### config.mk
export PLATFORM = sky130hd
export DESIGN_NAME = kcbs_queue
export DESIGN_NICKNAME = d
export VERILOG_FILES = /design/src/hdl/kcbs_pkg.sv /design/src/hdl/kcbs_queue.sv
export SDC_FILE = /design/constraint.sdc
export NUM_CORES = 1
export LEC_CHECK = 0
export BUFFER_PORTS_ARGS = -buffer_cell sky130_fd_sc_hd__clkbuf_2
export CORE_UTILIZATION = 40
export CTS_BUF_LIST = sky130_fd_sc_hd__clkbuf_4 sky130_fd_sc_hd__clkbuf_8 sky130_fd_sc_hd__clkbuf_16
export DETAILED_ROUTE_END_ITERATION = 12
export GPL_ROUTABILITY_DRIVEN = 0
export PLACE_DENSITY = 0.66
export SKIP_LAST_GASP = 1
export SYNTH_ARGS = -nofsm -noshare
export SYNTH_HDL_FRONTEND = slang
export SYNTH_SLANG_ARGS = --single-unit
### constraint.sdc
create_clock -name clock -period 4.15 [get_ports clock]
set_input_delay 0 -clock clock [delete_from_list [all_inputs] [get_ports clock]]
set_output_delay 0 -clock clock [all_outputs]
set_load 0.01 [all_outputs]
### src/hdl/kcbs_pkg.sv
// Package with the constants and types shared by the k-mer counting core.
`timescale 1ns / 1ps
`default_nettype none
package kcbs_pkg;

   localparam int MAX_KMER_DEFAULT   = 8;
   localparam int COUNT_BITS_DEFAULT = 32;

   localparam int REQ_DATA_W    = 24;
   localparam int REQ_USER_W    = 2;
   localparam int RSP_DATA_W    = 32;
   localparam int QUERY_BITS    = 16;
   localparam int KMER_LENGTH_W = 4;
   localparam int QUEUE_DEPTH   = 4;

   localparam logic [KMER_LENGTH_W-1:0] KMER_LENGTH_RESET = 4'd8;

   localparam logic OPC_ADD  = 1'b0;
   localparam logic OPC_READ = 1'b1;

   localparam logic [1:0] BASE_A = 2'd0;
   localparam logic [1:0] BASE_C = 2'd1;
   localparam logic [1:0] BASE_G = 2'd2;
   localparam logic [1:0] BASE_T = 2'd3;

   typedef enum logic {
      CMD_BUMP,
      CMD_READ
   } cmd_kind_type;

   // The complement of a base: A and T swap, C and G swap.
   function automatic logic [1:0] complement_base(input logic [1:0] b);
      logic [1:0] r;
      case (b)
         BASE_A:  r = BASE_T;
         BASE_C:  r = BASE_G;
         BASE_G:  r = BASE_C;
         default: r = BASE_A;
      endcase
      return r;
   endfunction

endpackage
`default_nettype wire

### src/hdl/kcbs_queue.sv
// Short command queue between the front and back parts of the core.
`timescale 1ns / 1ps
`default_nettype none
module kcbs_queue
   import kcbs_pkg::*;
#(
   parameter int WIDTH = 34
) (
   input  wire logic             clock,
   input  wire logic             reset,
   input  wire logic             push,
   input  wire logic [WIDTH-1:0] push_data,
   output logic                  full,
   input  wire logic             pop,
   output logic                  head_valid,
   output logic [WIDTH-1:0]      head_data
);

   localparam int PTR_W = $clog2(QUEUE_DEPTH);
   localparam int CNT_W = $clog2(QUEUE_DEPTH + 1);

   logic [WIDTH-1:0] slot_ff [QUEUE_DEPTH];
   logic [PTR_W-1:0] wr_ptr_ff;
   logic [PTR_W-1:0] rd_ptr_ff;
   logic [CNT_W-1:0] count_ff;

   assign full       = (count_ff == CNT_W'(QUEUE_DEPTH));
   assign head_valid = (count_ff != '0);
   assign head_data  = slot_ff[rd_ptr_ff];

   always_ff @(posedge clock) begin
      if (push) begin
         slot_ff[wr_ptr_ff] <= push_data;
      end
   end

   always_ff @(posedge clock) begin
      if (reset) begin
         wr_ptr_ff <= '0;
         rd_ptr_ff <= '0;
         count_ff  <= '0;
      end else begin
         if (push) begin
            wr_ptr_ff <= wr_ptr_ff + 1'b1;
         end
         if (pop) begin
            rd_ptr_ff <= rd_ptr_ff + 1'b1;
         end
         if (push && !pop) begin
            count_ff <= count_ff + 1'b1;
         end else if (pop && !push) begin
            count_ff <= count_ff - 1'b1;
         end
      end
   end

endmodule
`default_nettype wire

# Yosys cells after proc, flatten, opt, wreduce, memory -nomap -nowiden
# Memory sizes are Yosys's and may differ from the RTL's. A register that Yosys moved wholly into a read port is not among the register bits.
# Index checks and enable logic that the tools add are counted.
# word_totals
regBits	7
ram_bits	136
input_bits	38
output_inout_bits	36
n_memories	1
# memory_table
memory	words	word_bits	rd	rd_clocked_by_memory_dff	write_ports	line	rtl
slot_ff	4	34	1	1	1	kcbs_queue.sv:22	logic [WIDTH-1:0] slot_ff [QUEUE_DEPTH];
# op_classes
n_addsub	4
eq_ne	1
mux	6
n_reduce_logical	6
# op_table
op	count
$mux 3	2
$add 2x1->2 const B	2
$mux 2	2
$add 3x1->3 const B	1
$eq 3x3->1 const B	1
$reduce_bool 3->1	1
$sub 3x1->3 const B	1
$logic_and 1x1->1	2
$logic_not 1->1	2
$mux 1	2
$reduce_bool 2->1	1

# Logic depth before layout (Yosys ltp)
# depth
word_depth	4
ltp_mapped	7
depth_no_buf	7

# Worst setup path before layout
# Ideal clock, no wire load.
# synth_path
kind	flip-flop to flip-flop
start	reg wr_ptr_ff[0]
end	mem slot_ff[2][0], enable pin
setup_time_ns	0.394
arrival_ns	1.376
required_time_ns	3.756
path_slack_ns	2.379
stages_incl_launch_ff	4
cell_sequence	dfxtp_1 -> inv_1 -> ha_1 -> and2_1
# synth_rtl
item	line	rtl
start: declaration	kcbs_queue.sv:23	logic [PTR_W-1:0] wr_ptr_ff;
start signal: assignment	kcbs_queue.sv:44	wr_ptr_ff <= wr_ptr_ff + 1'b1;
end: declaration	kcbs_queue.sv:22	
# No word-level cell before the write port.

==> results.py <==
metrics = {
    "setup_path": {
        "critical_path_required_ns": 4.15,
        "startpoint_type": "flip-flop",
        "crit_arrival_ns": 2.33,
        "cp-end-kind": "output port",
        "crit_type": "flip-flop to output port",
        "cp_max_fo": 19,
        "reg2reg_depth": 3,
    },
    "drt": {
        "drtPass1Iterations": 4,
        "totalWireLength_microns": 9150,
        "vias": 2558,
        "drtIter0Drc": 162,
        "routedWlPerCell_microns": 17.2,
        "drc": 0,
        "vias_per_cell": 4.82,
        "ant_nets": 0,
    },
    "yosys": {
        "synthMuxAreaShare_pct": 14.9,
        "ys_types": 21,
        "syn_area_per_cell_sq_um": 24.3,
        "synth_compound_area_share_pct": 0.186,
        "synth_fp_nets": 266,
        "synth_top_family_by_area": "multiplexers",
        "ys_seq_area_share_pct": 79.2,
        "synth-xor-area-share_pct": 0.813,
        "yosys_register_bits": 145,
        "synthSimpleGateAreaFrac_pct": 1.39,
        "syn_inst": 222,
        "syn_area_sq_mm": 0.00539,
        "synth_fa_ha_area_share_pct": 1.53,
        "yosysWarnings": 0,
    },
    "timing": {
        "relSlewSlack_pct": 35.8,
        "worst_slew_pin_slew_ns": 0.963,
        "rsz0062_at_grt": "no",
        "hold_violations": 0,
        "maxSlewViolCount": 0,
        "min_period_ns": 2.33,
        "fmaxAchievable_mhz": 430,
        "finalCritPeriodShare_pct": 56.1,
        "setup_tns_ns": 0,
        "fin_skew_ns": 0.00616,
        "setup_viol": 0,
    },
    "global_routing": {
        "top_usage_layer": "met2",
        "met2_usage_pct": 23.1,
        "grtUsageMet1_pct": 17.4,
        "grt_pass1_wl_microns": 14300,
        "antenna_found_initial": 1,
        "first_global_vias": 2700,
        "grt_max_degree": 35,
        "gr-total-overflow": 0,
        "track_usage_pct": 14.4,
        "grtUsageMet3_pct": 5.47,
    },
    "clocking": {
        "worst_skew_pair.late_latency_ns": 0.42,
        "cts_tree": "built",
        "h-tree-depth": 4,
        "cts.sinks": 145,
        "cts_buffers": 17,
        "ctsLongestPathBuffers": 2,
        "cts_resized": 0,
        "cts_root_buf": "clkbuf_16",
        "clkSlewWorstSetupHoldPaths_ns": 0.06,
        "cts_setup_buffers": 0,
        "cts_hold_buf": 37,
    },
    "power_and_ir_drop": {
        "p_total_uw": 3600,
        "intPower_uw": 2860,
        "vdd_drop_max_uv": 295,
        "power_switching_share_pct": 20.5,
        "p_switching_uw": 740,
        "combPwrFrac_pct": 8.8,
        "p_per_area_mw_per_mm2": 524,
        "power_leakage_uw": 0.00241,
        "clkPwrFrac_pct": 43.4,
        "seq_power_share_pct": 47.8,
    },
    "die": {
        "fp.dieArea_sq_mm": 0.0139,
        "num_rows": 42,
        "chipWidth_microns": 118,
        "start_util_pct": 40.8,
        "core_area_sq_mm": 0.0132,
        "dieHeight_microns": 118,
        "ios": 74,
    },
    "finish": {
        "area_delta_synth_final_pct": 27.6,
        "seq_area_sq_mm": 0.00427,
        "layout-drive-gt1-share_pct": 39.4,
        "antenna_cells": 0,
        "fillers": 1035,
        "multi_input_area_sq_mm": 0.00102,
        "num-nets-final": 387,
    },
    "placement": {
        "numPortBuffers": 73,
        "dp_hpwl_microns": 5190,
    },
    "outcome": {
        "status": "finished clean",
    },
    "run": {
        "drv_cap": 0,
    },
    "worst_hold_path": {
        "hold_path_depth": 2,
        "worstHoldPathType": "input port to flip-flop",
    },
}
-- placed cells by master, fill, tap and decap left out --
cell type,instances
edfxtp_1,136
clkbuf_2,73
dlygate4sd3_1,37
mux4_2,30
clkbuf_16,17
nor2_1,7
dfxtp_1,7
ha_1,5
inv_1,4
and2_2,4
mux4_1,4
bufinv_16,4
xor2_1,3
clkbuf_4,3
clkinv_2,3
or3_1,2
xnor2_1,2
mux2i_1,2
dfxtp_2,2
clkinvlp_4,2
nor3b_1,1
nand2_1,1
o21ai_0,1
a21oi_1,1
fa_1,1
clkinv_1,1
inv_6,1
buf_4,1
-- power by group through the flow --
stage / logic, uW / registers, uW / clock network (uW)
final: 316 / 1720 / 1560
after global routing: 343 / 1730 / 1650
after floorplan: 207 / 1720 / 0
after CTS: 324 / 1720 / 1590
after detailed placement: 295 / 1750 / 0
after global placement: 291 / 1750 / 0
-- synth_stat cells --
cell type,instances,area (sq um)
mux4_1,4,105
xnor2_1,2,17.5
mux2i_1,2,20.0
ha_1,5,62.6
mux4_2,30,676
nand2_1,1,3.75
nor3b_1,1,7.51
dfxtp_1,9,180
o21ai_0,1,5.00
clkbuf_1,2,7.51
fa_1,1,20.0
nor2_1,7,26.3
and2_1,4,25.0
edfxtp_1,136,4080
buf_2,3,15.0
buf_6,1,11.3
buf_12,3,60.1
inv_1,4,15.0
or3_1,2,12.5
a21oi_1,1,5.00
xor2_1,3,26.3
-- logic make-up after synthesis --
family | Yosys count
flip-flops | 145
AND/OR/NAND/NOR | 15
adder cells (fa/ha/maj) | 6
multiplexers | 36
AO/OA/AOI/OAI | 2
buffers and inverters | 13
XOR/XNOR | 5
-- worst paths after layout --
kind / startpoint / to / slack [ns]
hold reg to reg: count_ff[2] / count_ff[2] / 0.51
setup reg to reg: wr_ptr_ff[0] / slot_ff[2][21] / 2.40
setup / recovery: flip-flop / head_data[33] / 1.82
hold / removal: push_data[30] / slot_ff[3][30] / 0.34
-- per-layer routing --
layer | wire (microns) | vias up | part of all wire, %
li1 | - | 1170 | -
met1 | 4040 | 1295 | 44
met2 | 4530 | 78 | 50
met5 | 13 | - | 0.14
met3 | 449 | 13 | 4.9
met4 | 105 | 2 | 1.1
-- area by class of cell --
type	instances	area share, %
flip-flops and latches	145	62.1
multi-input cells	64	14.8
repair buffers	111	10.8
clock buffers	20	6.52
well taps	176	3.20
clock inverters	11	2.37
inverters	4	0.218
-- per-stage QoR --
stage / instances / instance area, sq um / utilization (%) / setup slack, ns / hold WS, ns
3_5_place_dp: 463 / 5890 / 44.7 / 2.18 / 0.221
3_3_place_gp: 463 / 5890 / 44.7 / 2.18 / 0.216
4_1_cts: 531 / 6870 / 52.1 / 1.73 / 0.322
2_1_floorplan: 222 / 5390 / - / 2.38 / 0.0989
5_1_grt: 531 / 6870 / 52.1 / 1.62 / 0.343
6_report: 531 / 6870 / 52.1 / 1.82 / 0.336
-- flip-flops by register name, summed over array words and instances, names as in the netlist, named ones only --
name       flops
slot_ff      136
count_ff       3
rd_ptr_ff      2
wr_ptr_ff      2
-- critical path: stages (launching register included) --
cell	delay [ns]
dfxtp_2	0.68
buf_4	0.46
mux4_1	0.61
clkbuf_2	0.14
(Power assumes the default switching activity.)
