--- config.mk ---
export PLATFORM = sky130hd
export DESIGN_NAME = kcbs_front
export DESIGN_NICKNAME = d
export VERILOG_FILES = /design/src/hdl/kcbs_pkg.sv /design/src/hdl/kcbs_front.sv
export SDC_FILE = /design/constraint.sdc
export NUM_CORES = 1
export LEC_CHECK = 0
export BUFFER_PORTS_ARGS = -buffer_cell sky130_fd_sc_hd__buf_2
export CAP_MARGIN = 20
export CORE_MARGIN = 2
export CORE_UTILIZATION = 48
export DETAILED_ROUTE_END_ITERATION = 10
export GPL_TIMING_DRIVEN = 0
export PLACE_DENSITY = 0.77
export SETUP_SLACK_MARGIN = 0.02
export SLEW_MARGIN = 20
export SYNTH_ARGS = -nofsm -noshare
export SYNTH_HDL_FRONTEND = slang
export SYNTH_SLANG_ARGS = --single-unit
--- constraint.sdc ---
create_clock -name clock -period 2.9 [get_ports clock]
set_input_delay 0.145 -clock clock [delete_from_list [all_inputs] [get_ports clock]]
set_output_delay 0.145 -clock clock [all_outputs]
set_load 0.02 [all_outputs]
--- src/hdl/kcbs_pkg.sv ---
// Package with the constants and types shared by the k-mer counting core.
`timescale 1ns / 1ps
`default_nettype none
package kcbs_pkg;

   localparam int MAX_KMER_DEFAULT   = 8;
   localparam int COUNT_BITS_DEFAULT = 32;

   localparam int REQ_DATA_W    = 24;
   localparam int REQ_USER_W    = 2;
   localparam int RSP_DATA_W    = 32;
   localparam int QUERY_BITS    = 16;
   localparam int KMER_LENGTH_W = 4;
   localparam int QUEUE_DEPTH   = 4;

   localparam logic [KMER_LENGTH_W-1:0] KMER_LENGTH_RESET = 4'd8;

   localparam logic OPC_ADD  = 1'b0;
   localparam logic OPC_READ = 1'b1;

   localparam logic [1:0] BASE_A = 2'd0;
   localparam logic [1:0] BASE_C = 2'd1;
   localparam logic [1:0] BASE_G = 2'd2;
   localparam logic [1:0] BASE_T = 2'd3;

   typedef enum logic {
      CMD_BUMP,
      CMD_READ
   } cmd_kind_type;

   // The complement of a base: A and T swap, C and G swap.
   function automatic logic [1:0] complement_base(input logic [1:0] b);
      logic [1:0] r;
      case (b)
         BASE_A:  r = BASE_T;
         BASE_C:  r = BASE_G;
         BASE_G:  r = BASE_C;
         default: r = BASE_A;
      endcase
      return r;
   endfunction

endpackage
`default_nettype wire

--- src/hdl/kcbs_front.sv ---
// Front part: takes request words, keeps the base window and queues count and read commands.
`timescale 1ns / 1ps
`default_nettype none
module kcbs_front
   import kcbs_pkg::*;
#(
   parameter int MAX_KMER = MAX_KMER_DEFAULT
) (
   input  wire logic                     clock,
   input  wire logic                     reset,
   input  wire logic                     req_tvalid,
   output logic                          req_tready,
   input  wire logic [REQ_DATA_W-1:0]    req_tdata,
   input  wire logic [REQ_USER_W-1:0]    req_tuser,
   input  wire logic                     csr_valid,
   output logic                          csr_ready,
   input  wire logic [KMER_LENGTH_W-1:0] csr_data,
   input  wire logic                     clearing,
   input  wire logic                     q_full,
   output logic                          q_push,
   output logic [2*2*MAX_KMER+1:0]       q_data
);

   localparam int IDX_W  = 2 * MAX_KMER;
   localparam int QEXT_W = (IDX_W > QUERY_BITS) ? IDX_W : QUERY_BITS;
   localparam int FILL_W = $clog2(MAX_KMER + 1);

   logic [KMER_LENGTH_W-1:0] kmer_length_ff;
   logic [IDX_W-1:0]         window_ff;
   logic [IDX_W-1:0]         window_in;
   logic [FILL_W-1:0]        fill_ff;
   logic [FILL_W-1:0]        fill_in;
   logic [FILL_W-1:0]        fill_base;

   logic                     accept;
   logic                     opcode;
   logic [1:0]               base;
   logic                     seq_start;
   logic [QUERY_BITS-1:0]    query_kmer;
   logic [QEXT_W-1:0]        query_ext;

   logic [KMER_LENGTH_W-1:0] k_active;
   logic [IDX_W-1:0]         kmask;
   logic [IDX_W-1:0]         fwd;
   logic [IDX_W-1:0]         rc_full;
   logic [IDX_W-1:0]         rc;
   logic [4:0]               rc_shift;
   logic                     enough;
   cmd_kind_type             kind;
   logic                     pal;
   logic [IDX_W-1:0]         addr_a;
   logic [IDX_W-1:0]         addr_b;

   assign opcode     = req_tuser[0];
   assign seq_start  = req_tuser[1];
   assign base       = req_tdata[1:0];
   assign query_kmer = req_tdata[2 +: QUERY_BITS];
   assign query_ext  = QEXT_W'(query_kmer);

   assign req_tready = !q_full && !clearing;
   assign csr_ready  = 1'b1;
   assign accept     = req_tvalid && req_tready;

   always_comb begin
      if (kmer_length_ff == '0) begin
         k_active = KMER_LENGTH_W'(1);
      end else if (kmer_length_ff > KMER_LENGTH_W'(MAX_KMER)) begin
         k_active = KMER_LENGTH_W'(MAX_KMER);
      end else begin
         k_active = kmer_length_ff;
      end
   end

   assign window_in = IDX_W'({window_ff, base});
   assign fill_base = seq_start ? '0 : fill_ff;
   assign fill_in   = (fill_base < FILL_W'(MAX_KMER)) ? fill_base + 1'b1 : fill_base;
   assign enough    = (KMER_LENGTH_W'(fill_in) >= k_active);

   assign kmask    = ~({IDX_W{1'b1}} << {k_active, 1'b0});
   assign fwd      = window_in & kmask;
   assign rc_shift = {KMER_LENGTH_W'(MAX_KMER) - k_active, 1'b0};

   // The full-width reverse complement places the k-mer in the top digits.
   always_comb begin
      for (int i = 0; i < MAX_KMER; i++) begin
         rc_full[2*i +: 2] = complement_base(fwd[2*(MAX_KMER-1-i) +: 2]);
      end
   end

   assign rc  = rc_full >> rc_shift;
   assign pal = (fwd == rc);

   always_comb begin
      if (opcode == OPC_READ) begin
         kind   = CMD_READ;
         addr_a = query_ext[IDX_W-1:0];
         addr_b = '0;
         q_push = accept;
      end else begin
         kind   = CMD_BUMP;
         addr_a = fwd;
         addr_b = rc;
         q_push = accept && enough;
      end
   end

   assign q_data = {addr_b, addr_a, pal, kind};

   always_ff @(posedge clock) begin
      if (reset) begin
         kmer_length_ff <= KMER_LENGTH_RESET;
         window_ff      <= '0;
         fill_ff        <= '0;
      end else begin
         if (csr_valid && csr_ready) begin
            kmer_length_ff <= csr_data;
         end
         if (accept && (opcode == OPC_ADD)) begin
            window_ff <= window_in;
            fill_ff   <= fill_in;
         end
      end
   end

endmodule
`default_nettype wire

Word level (Yosys, flattened, before mapping)
Cells that the tools add are included.

Bits in registers: 22. Bits of input ports: 36. Word-level logic and storage cells: 61.

Add/sub/neg operators: 2. Magnitude comparators: 3. Equal/unequal tests: 17. Shifts and indexed selects: 2. Mux-type cells: 16. Bitwise logic cells: 3. Reduce and logical (&&, ||, !) cells: 15.

Operator list (count): $pmux 2 s3 (8); $mux 16 (2); $and 16x16->16 (1); $eq 16x16->1 (1); $eq 2x1->1 const B (8); $eq 2x2->1 const B (8); $logic_not 2->1 (8); $mux 4 (4); $not 16->16 (1); $shl 16x5->16 const A (1); $shr 16x5->16 (1); $add 4x1->4 const B (1); $ge 4x4->1 (1); $gt 4x4->1 const B (1); $logic_and 1x1->1 (4); $logic_not 4->1 (1); $lt 4x4->1 const B (1); $sub 4x4->4 const A (1); $logic_not 1->1 (2); $mux 1 (2); $not 1->1 (1).

Logic depth before layout (Yosys ltp)
Word-level depth: 10. Gate-level depth with buffers: 15. Depth with buffers taken out: 12.

Least setup slack after synthesis
Ideal clock, no wire load.

Path kind: flip-flop to output port. Start point: register kmer_length_ff[1]. End point: output q_data[1]. Data arrival time: 2.965 ns. Slack: -0.210 ns. Cell stages (with the launch flop): 16. Buffers on the path: 4. Path through: dfxtp_1 -> buf_6 -> o21bai_4 -> nand2_2 -> ha_1 -> ha_1 -> buf_2 -> or2_2 -> clkbuf_1 -> nor2_1 -> xnor2_1 -> o21ai_0 -> a2111oi_2 -> nand4_1 -> nor4_2 -> buf_4.

Word-level cells in the longest chain between the ends: 10.

Ends and longest elaborated chain: start, declared (line kcbs_front.sv:28) `logic [KMER_LENGTH_W-1:0] kmer_length_ff;`; start signal, assigned (line kcbs_front.sv:116) `kmer_length_ff <= csr_data;`; $gt 4x4->1 (line kcbs_front.sv:67) `end else if (kmer_length_ff > KMER_LENGTH_W'(MAX_KMER)) begin`; $mux 4 (line kcbs_front.sv:67); $mux 4 * (line kcbs_front.sv:65) `if (kmer_length_ff == '0) begin`; $shl 16x5->16 (line kcbs_front.sv:79) `assign kmask = ~({IDX_W{1'b1}} << {k_active, 1'b0});`; $not 16->16 (line kcbs_front.sv:79); $and 16x16->16 (line kcbs_front.sv:80) `assign fwd = window_in & kmask;`; $eq 2x2->1, or another cell as far along (line kcbs_pkg.sv:34) `case (b)`; $pmux 2 s3 (line kcbs_pkg.sv:34); $shr 16x5->16 (line kcbs_front.sv:90) `assign rc = rc_full >> rc_shift;`; $eq 16x16->1 * (line kcbs_front.sv:91) `assign pal = (fwd == rc);`; end, declared (line kcbs_front.sv:21) `output logic [2*2*MAX_KMER+1:0] q_data`.

Mark *: on every way between the ends. The rest lies on a longest branch, timed or not.

Final worst setup path
Start point: register kmer_length_ff[2]. End point: output q_data[1].

Same word-level chain as after synthesis.

==> flow_summary.json <==
{
  "outcome": "finished, violations left",
  "violations": "setup timing",
  "p_per_area_nw_per_um2": 325,
  "crit_family": "simple AND/OR/NAND/NOR gates",
  "min_path_cells": 2,
  "die_height_um": 77.2,
  "vias": 3077,
  "rows": 26,
  "synth.top_cell.area_share": 0.171,
  "cts_tree": "built",
  "crit_fanout": 10,
  "fin_worst_skew_ns": 0.00198,
  "clk_latency_ns": 0.26,
  "yosys-top-cells-area": "dfxtp_1 17%, nand2_1 9.9%, o21ai_0 6.8%",
  "period_minus_slack_ns": 3.17,
  "setup_violations": 1,
  "cpMostUsedCell": "ha_4",
  "antenna_found_initial": 0,
  "synth_edf_count": 0,
  "cp-end-kind": "primary output",
  "syn_area_per_cell_um2": 7.04,
  "dieArea_um2": 5960,
  "synthTopCellsByCount": "68 x nand2_1, 35 x o21ai_0, 31 x nor2_1, 26 x a21oi_1, 22 x dfxtp_1",
  "max_cap_viol_count": 0,
  "crit_buf_inv": 3,
  "hp-class": "input pin to register",
  "arrival_ns": 3.03,
  "cts_buffers": 3,
  "max_freq_ghz": 0.315,
  "timing.final.ws_setup_ns": -0.274,
  "placement.cell_area_um2": 3050,
  "syn_to_final_growth_pct": 33.0,
  "final_cells": 520,
  "grt_pass1_wl_um": 13900,
  "reg2reg_from": "fill_ff[1]",
  "wl_met3_um": 676,
  "synthArstFlopShare": 0,
  "synth_area_um2": 2570,
  "syn_nets": 410,
  "ir_drop_uv": 388,
  "ys_seq_area_frac": 0.171,
  "maxSlewHeadroom": 0.572,
  "yosys_most_used_dff": "dfxtp_1",
  "clkTransAtPathRegs_ns": 0.08,
  "worst_ep_required_time_ns": 2.76,
  "hold_violations": 0,
  "dr_wl_met2_um": 4080,
  "io_buffers": 64,
  "slew_viol_final": 0,
  "path_class": "register to primary output",
  "drive_above_1_share": 0.364,
  "crit_chain": "o21bai_4 > nand2_4 > ha_4 > ha_4 > clkbuf_8 > nand3_1 > nand2_1 > xnor2_1 > a2111o_1 > nor4_2 > buf_4 > buf_6",
  "die_w_um": 77.2,
  "post-route-period-util": 1.09,
  "drcViolationCount": 0,
  "synth.ff_latch_count": 22,
  "slowest_delay_ns": 0.44,
  "cts.htree.levels": 1,
  "holdPathEnd": "fill_ff[1]",
  "gp_congestion": 1.01,
  "reg2reg_to": "fill_ff[1]",
  "yosys_warnings": 0,
  "start_util": 0.500,
  "synth.most_common_cell": "nand2_1",
  "dp_hpwl_um": 6600,
  "wirelength_um": 8760,
  "cts_root_buf": "clkbuf_8",
  "cts.sinks": 22,
  "yosysTopAreaCell": "dfxtp_1",
  "grt_overflow_total": 0,
  "crit_slowest_cell": "a2111o_1",
  "start_kind": "register",
  "grt_use_total": 0.286,
  "worst_pin_slew_ns": 0.636,
  "reg2reg_slack_ns": 1.56,
  "synth_cell_types": 70,
  "final_antenna_net_count": 0,
  "nets": 496,
  "clockBufferDepth": 2,
  "leakagePower_nw": 1.40,
  "grt_pass1_vias": 2839,
  "synth_cells": 365,
  "ff2ff_path_depth": 5,
  "design_area_um2": 3420,
  "wl_met1_um": 3550,
  "viasPerCell": 5.92,
  "n_antenna_cell": 0,
  "rsz0062_at_grt": "true",
  "grt_max_degree": 14,
  "highest_layer": "met4",
  "dp.cells": 499,
  "ios": 73,
  "core-area_um2": 5140,
  "hp-start": "reset",
  "avgRoutedWirePerCell_um": 16.8,
  "fillers": 464,
  "dr.pass1.iters": 5,
  "drt-initial-drc-count": 313
}
[worst reg2reg max path, stage by stage (launching register included)]
cell and delay [ns]:
dfxtp_1 0.37, nor2b_1 0.17, ha_1 0.24, mux2_2 0.29, nor2_1 0.12, nor3_1 0.05
[area by class of cell]
class,count,area (um^2),area share
clock inverters,1,30.0,0.00879
plain buffers,26,191,0.0560
well taps,70,87.6,0.0256
inverters,9,36.3,0.0106
repair buffers,85,484,0.142
clock buffers,3,41.3,0.0121
flip-flops and latches,22,453,0.133
multi-input cells,304,2090,0.613
[worst max-delay path by stage]
stage,cells after the start,startpoint,endpoint,slack [ns]
6_report,12,kmer_length_ff[2],q_data[1],-0.27
5_1_grt,13,kmer_length_ff[2],q_data[1],-0.35
4_1_cts,14,kmer_length_ff[3],q_data[1],-0.32
3_5_place_dp,13,kmer_length_ff[3],q_data[1],-0.60
3_3_place_gp,13,kmer_length_ff[3],q_data[1],-0.59
2_1_floorplan,15,kmer_length_ff[2],q_data[1],0.04
[per-stage QoR]
stage | power, W | setup slack [ns] | util | TNS (ns) | hold slack, ns
final | 0.00111 | -0.274 | 0.665 | -0.274 | 0.0789
after global routing | 0.00116 | -0.347 | 0.665 | -0.347 | 0.0997
after CTS | 0.00109 | -0.321 | 0.650 | -0.321 | 0.0793
after detailed placement | 0.000771 | -0.597 | 0.593 | -0.597 | 0.363
after global placement | 0.000768 | -0.593 | 0.593 | -0.593 | 0.359
after floorplan | 0.000648 | 0.0351 | - | 0 | 0.224
[cell usage in the layout, fill, tap and decap left out, types with 6 or more instances in the layout]
cell type  Yosys  layout
nand2_1       68      66
clkbuf_1      14      12
nor3_1         6       6
buf_2          3      65
xor2_1         9       9
inv_1          8       6
dfxtp_1       22      18
o21ai_0       35      32
a21oi_1       26      25
nor2b_1        8       7
nor2_1        31      28
buf_4          4      24
nand3_1       13      11
a31oi_1       10       8
clkbuf_8       5       8
nand4_1        6       6
[report_power, final]
part	leakage (nW)	switching (W)	total (W)	internal [W]
logic	1.19	0.000301	0.000514	0.000213
registers	0.180	0.00000652	0.000313	0.000306
clock network	0.0357	0.0000982	0.000283	0.000184
total	1.40	0.000406	0.00111	0.000703
[routing by layer]
metal / vias to the layer above / global-route usage
met3: 44 / 0.0224
met4: 0 / 0.138
met2: 196 / 0.498
li1: 1469 / -
met1: 1368 / 0.355
met5: - / 0
[logic make-up (layout without fill, tap and decap cells)]
kind of cell	count (synthesis)	in the layout	share of synthesized area
buffers and inverters	39	124	0.0969
adder cells (fa/ha/maj)	9	9	0.0438
XOR/XNOR	15	15	0.0511
flip-flops	22	22	0.171
other	1	1	0.00146
multiplexers	5	5	0.0200
AO/OA/AOI/OAI	119	119	0.324
AND/OR/NAND/NOR	155	155	0.291
[timing repair]
item,in CTS,in global routing
gates resized for setup,33,14
pin swaps,15,10
buffers inserted,15,6
setup endpoints to repair,11,1
hold buffers,0,0
[sequential cells by signal, indices dropped and copies added (netlist names)]
| signal | count |
|---|---|
| fill_ff | 4 |
| kmer_length_ff | 4 |
| window_ff | 14 |
No activity file was read; power rests on OpenSTA's default activity.
